--- config.mk ---
export PLATFORM = sky130hd
export DESIGN_NAME = ssvs_lane
export DESIGN_NICKNAME = d
export VERILOG_FILES = /design/src/sv/ssvs_pkg.sv /design/src/sv/ssvs_gain.sv /design/src/sv/ssvs_lane.sv
export SDC_FILE = /design/constraint.sdc
export NUM_CORES = 2
export LEC_CHECK = 0
export ABC_AREA = 1
export BUFFER_PORTS_ARGS = -buffer_cell sky130_fd_sc_hd__buf_2
export CORE_MARGIN = 2
export CORE_UTILIZATION = 40
export DETAILED_ROUTE_END_ITERATION = 8
export MAX_ROUTING_LAYER = met4
export PLACE_DENSITY = 0.51
export SETUP_SLACK_MARGIN = 0.1
export SLEW_MARGIN = 20
export SYNTH_ARGS = -nofsm -noshare
export SYNTH_HDL_FRONTEND = slang
export SYNTH_HIERARCHICAL = 1
export SYNTH_SLANG_ARGS = --single-unit
--- constraint.sdc ---
create_clock -name clock -period 7.7 [get_ports clock]
set_input_delay 0.385 -clock clock [delete_from_list [all_inputs] [get_ports clock]]
set_output_delay 0.385 -clock clock [all_outputs]
set_load 0.05 [all_outputs]
--- src/sv/ssvs_pkg.sv ---
package ssvs_pkg;

   localparam int VOLUME_STEPS   = 100;
   localparam int GAIN_FRAC_BITS = 16;
   localparam int DB_TABLE_LEN   = 100;

   localparam int SAMPLE_W  = 32;
   localparam int VOL_W     = 7;
   localparam int RG_W      = 21;
   localparam int CSR_IDX_W = 3;
   localparam int CSR_DATA_W = RG_W;

   localparam int TBL_IDX_W = $clog2(DB_TABLE_LEN);
   localparam int BASE_W    = GAIN_FRAC_BITS + 1;
   localparam int GAIN_W    = BASE_W + RG_W - 16;
   localparam int MAG_W     = SAMPLE_W;
   localparam int PROD_W    = MAG_W + GAIN_W;
   localparam int Q_W       = PROD_W + 1 - GAIN_FRAC_BITS;
   localparam int GAIN_UP   = (GAIN_FRAC_BITS >= 16) ? GAIN_FRAC_BITS - 16 : 0;
   localparam int GAIN_DN   = (GAIN_FRAC_BITS < 16) ? 16 - GAIN_FRAC_BITS : 0;

   localparam logic [VOL_W-1:0] VOL_RESET = VOL_W'(VOLUME_STEPS);
   localparam logic [RG_W-1:0]  RG_RESET  = RG_W'(65536);

   typedef enum logic [1:0] {
      MODE_16   = 2'd0,
      MODE_24   = 2'd1,
      MODE_32   = 2'd2,
      MODE_PASS = 2'd3
   } sample_mode_type;

   typedef enum logic [CSR_IDX_W-1:0] {
      CSR_SAMPLE_MODE = 3'd0,
      CSR_BYTE_SWAP   = 3'd1,
      CSR_VOL_EN      = 3'd2,
      CSR_VOL_LEFT    = 3'd3,
      CSR_VOL_RIGHT   = 3'd4,
      CSR_RG_SCALE    = 3'd5
   } csr_reg_type;

   typedef struct packed {
      sample_mode_type       mode;
      logic                  swap;
      logic                  vol_en;
      logic [RG_W-1:0]       rg_scale;
   } lane_cfg_type;

   // load enables for the two lane pipeline stages
   typedef struct packed {
      logic a;
      logic b;
   } stage_en_type;

   localparam logic [15:0] DB_GAIN_Q16 [DB_TABLE_LEN] = '{
      16'h0000, 16'h0110, 16'h011c, 16'h012f, 16'h013d, 16'h0152, 16'h0161, 16'h0179,
      16'h018a, 16'h01a5, 16'h01c1, 16'h01d5, 16'h01f5, 16'h020b, 16'h022e, 16'h0247,
      16'h026e, 16'h028a, 16'h02b6, 16'h02d5, 16'h0306, 16'h033a, 16'h035f, 16'h0399,
      16'h03c2, 16'h0403, 16'h0431, 16'h0479, 16'h04ac, 16'h04fd, 16'h0553, 16'h058f,
      16'h05ef, 16'h0633, 16'h069e, 16'h06ea, 16'h0761, 16'h07b5, 16'h083a, 16'h0898,
      16'h092c, 16'h09cb, 16'h0a3a, 16'h0aeb, 16'h0b67, 16'h0c2c, 16'h0cb6, 16'h0d92,
      16'h0e2d, 16'h0f21, 16'h1027, 16'h10de, 16'h1202, 16'h12cf, 16'h1414, 16'h14f8,
      16'h1662, 16'h1761, 16'h18f5, 16'h1a11, 16'h1bd3, 16'h1db4, 16'h1f06, 16'h211d,
      16'h2297, 16'h24ec, 16'h2690, 16'h292a, 16'h2aff, 16'h2de5, 16'h30fe, 16'h332b,
      16'h369f, 16'h390d, 16'h3ce6, 16'h3f9b, 16'h43e6, 16'h46eb, 16'h4bb3, 16'h4f11,
      16'h5466, 16'h5a18, 16'h5e19, 16'h6472, 16'h68ea, 16'h6ffd, 16'h74f8, 16'h7cdc,
      16'h826a, 16'h8b35, 16'h9499, 16'h9b35, 16'ha5ad, 16'had0b, 16'hb8b7, 16'hc0ee,
      16'hcdf1, 16'hd71a, 16'he59c, 16'hefd3
   };

   function automatic logic [15:0] swap16(input logic [15:0] x);
      swap16 = {x[7:0], x[15:8]};
   endfunction

   function automatic logic [31:0] swap32(input logic [31:0] x);
      swap32 = {x[7:0], x[15:8], x[23:16], x[31:24]};
   endfunction

endpackage

--- src/sv/ssvs_gain.sv ---
module ssvs_gain
   import ssvs_pkg::*;
(
   input  logic              vol_en,
   input  logic [VOL_W-1:0]  vol_idx,
   input  logic [RG_W-1:0]   rg_scale,
   output logic [GAIN_W-1:0] gain
);

   logic [TBL_IDX_W-1:0]     tbl_idx;
   logic [31:0]              tbl_conv;
   logic [BASE_W-1:0]        base;
   logic [BASE_W+RG_W-1:0]   prod;

   always_comb begin
      // indexes past the table use its last entry
      if (32'(vol_idx) < DB_TABLE_LEN) begin
         tbl_idx = TBL_IDX_W'(vol_idx);
      end else begin
         tbl_idx = TBL_IDX_W'(DB_TABLE_LEN - 1);
      end
      tbl_conv = ({16'b0, DB_GAIN_Q16[tbl_idx]} << GAIN_UP) >> GAIN_DN;
      if (vol_en && (32'(vol_idx) < VOLUME_STEPS)) begin
         base = tbl_conv[BASE_W-1:0];
      end else begin
         base = BASE_W'(1) << GAIN_FRAC_BITS;
      end
      prod = BASE_W'(base) * RG_W'(rg_scale);
      gain = prod[BASE_W+RG_W-1:16];
   end

endmodule

--- src/sv/ssvs_lane.sv ---
module ssvs_lane
   import ssvs_pkg::*;
(
   input  logic                clock,
   input  stage_en_type        en,
   input  lane_cfg_type        cfg,
   input  logic [VOL_W-1:0]    vol_idx,
   input  logic [SAMPLE_W-1:0] raw_in,
   output logic [SAMPLE_W-1:0] result
);

   logic [GAIN_W-1:0]   gain;

   logic [SAMPLE_W:0]   sx;
   logic [SAMPLE_W:0]   sx_neg;
   logic [MAG_W-1:0]    mag_in;
   logic                neg_in;

   logic [SAMPLE_W-1:0] raw_a_ff;
   logic [MAG_W-1:0]    mag_a_ff;
   logic                neg_a_ff;
   logic [GAIN_W-1:0]   gain_a_ff;
   sample_mode_type     mode_a_ff;
   logic                swap_a_ff;

   logic [SAMPLE_W-1:0] raw_b_ff;
   logic [PROD_W-1:0]   prod_b_ff;
   logic                neg_b_ff;
   sample_mode_type     mode_b_ff;
   logic                swap_b_ff;

   logic [Q_W-1:0]      q;
   logic [SAMPLE_W-1:0] top_val;
   logic [SAMPLE_W-1:0] lim;
   logic [SAMPLE_W-1:0] q_sat;
   logic [SAMPLE_W-1:0] signed_res;

   ssvs_gain u_gain (
      .vol_en   (cfg.vol_en),
      .vol_idx  (vol_idx),
      .rg_scale (cfg.rg_scale),
      .gain     (gain)
   );

   // stage A input: sign-extend the sample and take its magnitude
   always_comb begin
      unique case (cfg.mode)
         MODE_16: begin
            if (cfg.swap) begin
               sx = {{17{raw_in[7]}}, swap16(raw_in[15:0])};
            end else begin
               sx = {{17{raw_in[15]}}, raw_in[15:0]};
            end
         end
         MODE_24: begin
            sx = {{9{raw_in[23]}}, raw_in[23:0]};
         end
         MODE_32: begin
            if (cfg.swap) begin
               sx = {raw_in[7], swap32(raw_in)};
            end else begin
               sx = {raw_in[31], raw_in};
            end
         end
         default: begin
            sx = '0;
         end
      endcase
      sx_neg = ~sx + 1'b1;
      neg_in = sx[SAMPLE_W];
      mag_in = neg_in ? sx_neg[MAG_W-1:0] : sx[MAG_W-1:0];
   end

   always_ff @(posedge clock) begin
      if (en.a) begin
         raw_a_ff  <= raw_in;
         mag_a_ff  <= mag_in;
         neg_a_ff  <= neg_in;
         gain_a_ff <= gain;
         mode_a_ff <= cfg.mode;
         swap_a_ff <= cfg.swap;
      end
   end

   always_ff @(posedge clock) begin
      if (en.b) begin
         raw_b_ff  <= raw_a_ff;
         prod_b_ff <= PROD_W'(mag_a_ff) * PROD_W'(gain_a_ff);
         neg_b_ff  <= neg_a_ff;
         mode_b_ff <= mode_a_ff;
         swap_b_ff <= swap_a_ff;
      end
   end

   // round half away from zero on the magnitude, clamp, restore sign
   always_comb begin
      q = Q_W'((PROD_W + 1)'(prod_b_ff) + ((PROD_W + 1)'(1) << (GAIN_FRAC_BITS - 1))
               >> GAIN_FRAC_BITS);
      unique case (mode_b_ff)
         MODE_16: top_val = 32'h0000_8000;
         MODE_24: top_val = 32'h0080_0000;
         default: top_val = 32'h8000_0000;
      endcase
      lim = neg_b_ff ? top_val : top_val - 1'b1;
      if (q > Q_W'(lim)) begin
         q_sat = lim;
      end else begin
         q_sat = q[SAMPLE_W-1:0];
      end
      signed_res = neg_b_ff ? (~q_sat + 1'b1) : q_sat;

      unique case (mode_b_ff)
         MODE_16: begin
            if (swap_b_ff) begin
               result = {16'b0, swap16(signed_res[15:0])};
            end else begin
               result = {16'b0, signed_res[15:0]};
            end
         end
         MODE_24: begin
            // swapped 24-bit audio is not handled; its low 24 input bits go out unscaled
            if (swap_b_ff) begin
               result = {8'b0, raw_b_ff[23:0]};
            end else begin
               result = {8'b0, signed_res[23:0]};
            end
         end
         MODE_32: begin
            result = swap_b_ff ? swap32(signed_res) : signed_res;
         end
         default: begin
            result = raw_b_ff;
         end
      endcase
   end

endmodule

==> summary.md <==
| Metric | Value |
|---|---|
| Worst slew pin tran | `0.9938 ns` |
| First-pass GRT wire length | `243200 µm` |
| Share of cells above drive strength 1 | `9.121%` |
| CTS clk-pin slew, worst paths | `0.07 ns` |
| Vias in the first global route | `41990` |
| Vias | `40460` |
| Clock H-tree levels | `4` |
| CP Data Arrival Time | `7.55 ns` |
| Avg Inst Size Synth | `7.640 µm²` |
| Global route total overflow | `0` |
| IO Pins | `99` |
| Post-DP HPWL | `132300 µm` |
| Root buf cell | `clkbuf_16` |
| CTS tree | `yes` |
| # port buffers | `98` |
| Clock latency on the worst-skew pair | `0.48 ns` |
| Wire length per cell | `19.57 µm` |
| RePlAce Congestion | `0.9463` |
| NumNets Final | `7703` |
| Status | `finished clean` |
| Max Slew Vio Count | `0` |
| Via density | `5.067` |
| Yosys warns | `6` |
| Crit-path max FO | `6` |
| CP Launch Type | `flop` |
| CTS Sinks | `165` |
| Antenna-violating nets left | `0` |
| FF+latch count, synth | `165` |
| Post-synthesis cell type count | `63` |
| Final Hold Fails | `0` |
| Max_slew headroom | `33.67%` |
| Initial core utilization | `40.36%` |
| Mapped cell area | `47660 µm²` |
| Crit. End Element | `flop` |
| Post-synth EDFFs | `165` |
| Most used DFF post-synth | `edfxtp_1` |
| DRT iter0 DRCs | `2751` |
| Antenna violations before repair | `1` |
| Clock Skew | `0.01565 ns` |
| Synthesized instance count | `6238` |
| Total negative slack | `0 ns` |
| RSZ-0062 raised after global routing | `yes` |
| Router iterations before antenna repair | `8` |
| Die width | `349.2 µm` |
| Reg2reg path depth | `26` |
| # setup viols final | `0` |
| Post-layout minimum cycle time | `7.344 ns` |
| Hold depth | `1` |
| Routed WL | `156200 µm` |
| Die area | `121900 µm²` |
| Area grow syn2layout | `10.13%` |
| Setup CP Type | `reg2reg` |
| Core area | `118100 µm²` |
| GRT Total Usage | `26.91%` |
| CTS Hold Bufs | `0` |
| Chip height | `349.2 µm` |
| CTS max path bufs | `2` |
| Number of max-cap violations | `0` |
| Largest net degree at the start of global routing | `66` |
| Seq/Total Area, Yosys | `10.40%` |
| # rows | `126` |
| Class of the worst hold path | `in2reg` |
| Req. time, crit path | `7.90 ns` |
| DRC violations left | `0` |
| CTS Buf Count | `17` |
| FMAX | `136.2 MHz` |
| Tcrit/Tclk final | `95.38%` |
| Post-synth ARST share | `0%` |
| Mapped Nets | `7507` |
## layout make-up
class	count	area, µm²
Fill cell	12290	65600
Clock buffer	18	429.2
Multi-Input combinational cell	4286	35800
Tap cell	1536	1922
Sequential cell	165	4955
Antenna cell	1	2.502
Clock inverter	14	190.2
Inverter	1541	5789
Timing Repair Buffer	423	3400
## registers in the layout (all words and copies together) (netlist names)
signal and count:
gain_a_ff 22, swap_a_ff 1, prod_b_ff 39, raw_b_ff 32, neg_b_ff 1, neg_a_ff 1, mag_a_ff 32, raw_a_ff 32
mode_a_ff 2, mode_b_ff 2, swap_b_ff 1
## layer usage
metal | track usage, % | up-vias | wire, µm
li1 | - | 18950 | -
met1 | 32.90 | 20260 | 64140
met2 | 47.00 | 1034 | 79860
met3 | 2.177 | 217 | 6646
met4 | 8.744 | 0 | 5593
met5 | - | - | 0
## critical path, stage by stage, from the launching register on
cell and delay (ns):
edfxtp_1 0.73, nand2_1 0.17, fa_1 0.53, inv_1 0.05, fa_1 0.51, inv_1 0.06, fa_1 0.53, inv_1 0.05
fa_1 0.51, fa_1 0.43, fa_1 0.55, inv_1 0.07, fa_1 0.53, inv_1 0.05, ha_1 0.34, a21oi_1 0.27
o21a_1 0.18, o221ai_1 0.14, a21oi_1 0.15, o21ai_0 0.23, nand2_1 0.16, nand3_1 0.07, o21ai_0 0.16, nor2_1 0.09
nor2_1 0.18, o21ai_0 0.14, xor2_1 0.18
## stage by stage
stage	cells	instance area, µm²	worst slack (ns)	hold WS [ns]	util [%]
after floorplan	6238	47660	0.6133	0.4003	-
after global placement	7921	51360	0.01746	0.4004	43.50
after detailed placement	7921	51360	0.01153	0.4054	43.50
after CTS	7953	51980	0.1740	0.09881	44.02
after global routing	7984	52490	0.04495	0.1053	44.45
final	7984	52490	0.3561	0.1200	44.45
## what timing repair did
action,in CTS,in global routing
buffers inserted,0,30
endpoints found under the setup margin,0,27
resized for setup,0,6
## worst paths after layout
path	startpoint	slack (ns)	end
max reg2reg	gain_a_ff[14]	0.36	prod_b_ff[51]
max	gain_a_ff[14]	0.36	prod_b_ff[51]
min	raw_in[9]	0.12	raw_a_ff[9]
min reg2reg	raw_a_ff[20]	0.41	raw_b_ff[20]
## cell usage after synthesis, types with 9 or more instances
library cell     n  area share [%]
nor4_1           9            0.12
clkbuf_1       167             1.3
clkinv_1        11           0.087
nand2_1       1545              12
nand3_2         13            0.27
buf_4           13            0.20
inv_1         1515              12
nand2_4         15            0.35
xor2_1          84             1.5
nor2_2          33            0.43
inv_2           14            0.11
buf_1           22            0.17
o21ai_1         23            0.24
nand4_1         73            0.96
buf_6           14            0.33
nand2_2         32            0.42
o21a_1          13            0.20
edfxtp_1       165              10
nor2_1         471             3.7
fa_1           878              37
a211oi_1        13            0.20
xnor2_1         33            0.61
nor3_1          34            0.36
a31oi_1         20            0.26
a21o_1          11            0.17
o21ai_0        121             1.3
o211ai_1        23            0.36
a21oi_1        179             1.9
buf_2           28            0.29
ha_1           324             8.5
nand3_1        274             2.9
## placed cells by master, fill, tap and decap left out, types with 97 or more instances in the layout
cell,instances
nor2_1,469
buf_2,97
nand3_1,274
nand2_1,1544
o21ai_0,121
inv_1,1514
a21oi_1,179
edfxtp_1,165
buf_4,288
ha_1,324
fa_1,878
## cell families (layout without fill, tap and decap cells)
family          after synthesis  after routing  synth area share, %
other cells                   0              1                    0
compound gates              441            441                5.324
fa+ha+maj                  1202           1202                45.39
flops                       165            165                10.40
simple gates               2524           2524                22.13
buf+inv                    1787           1996                14.54
xor+xnor                    119            119                2.219
Power is left out: the tool's default activity adds up to more than one toggle a clock period on the data nets, which glitch-free logic cannot reach.
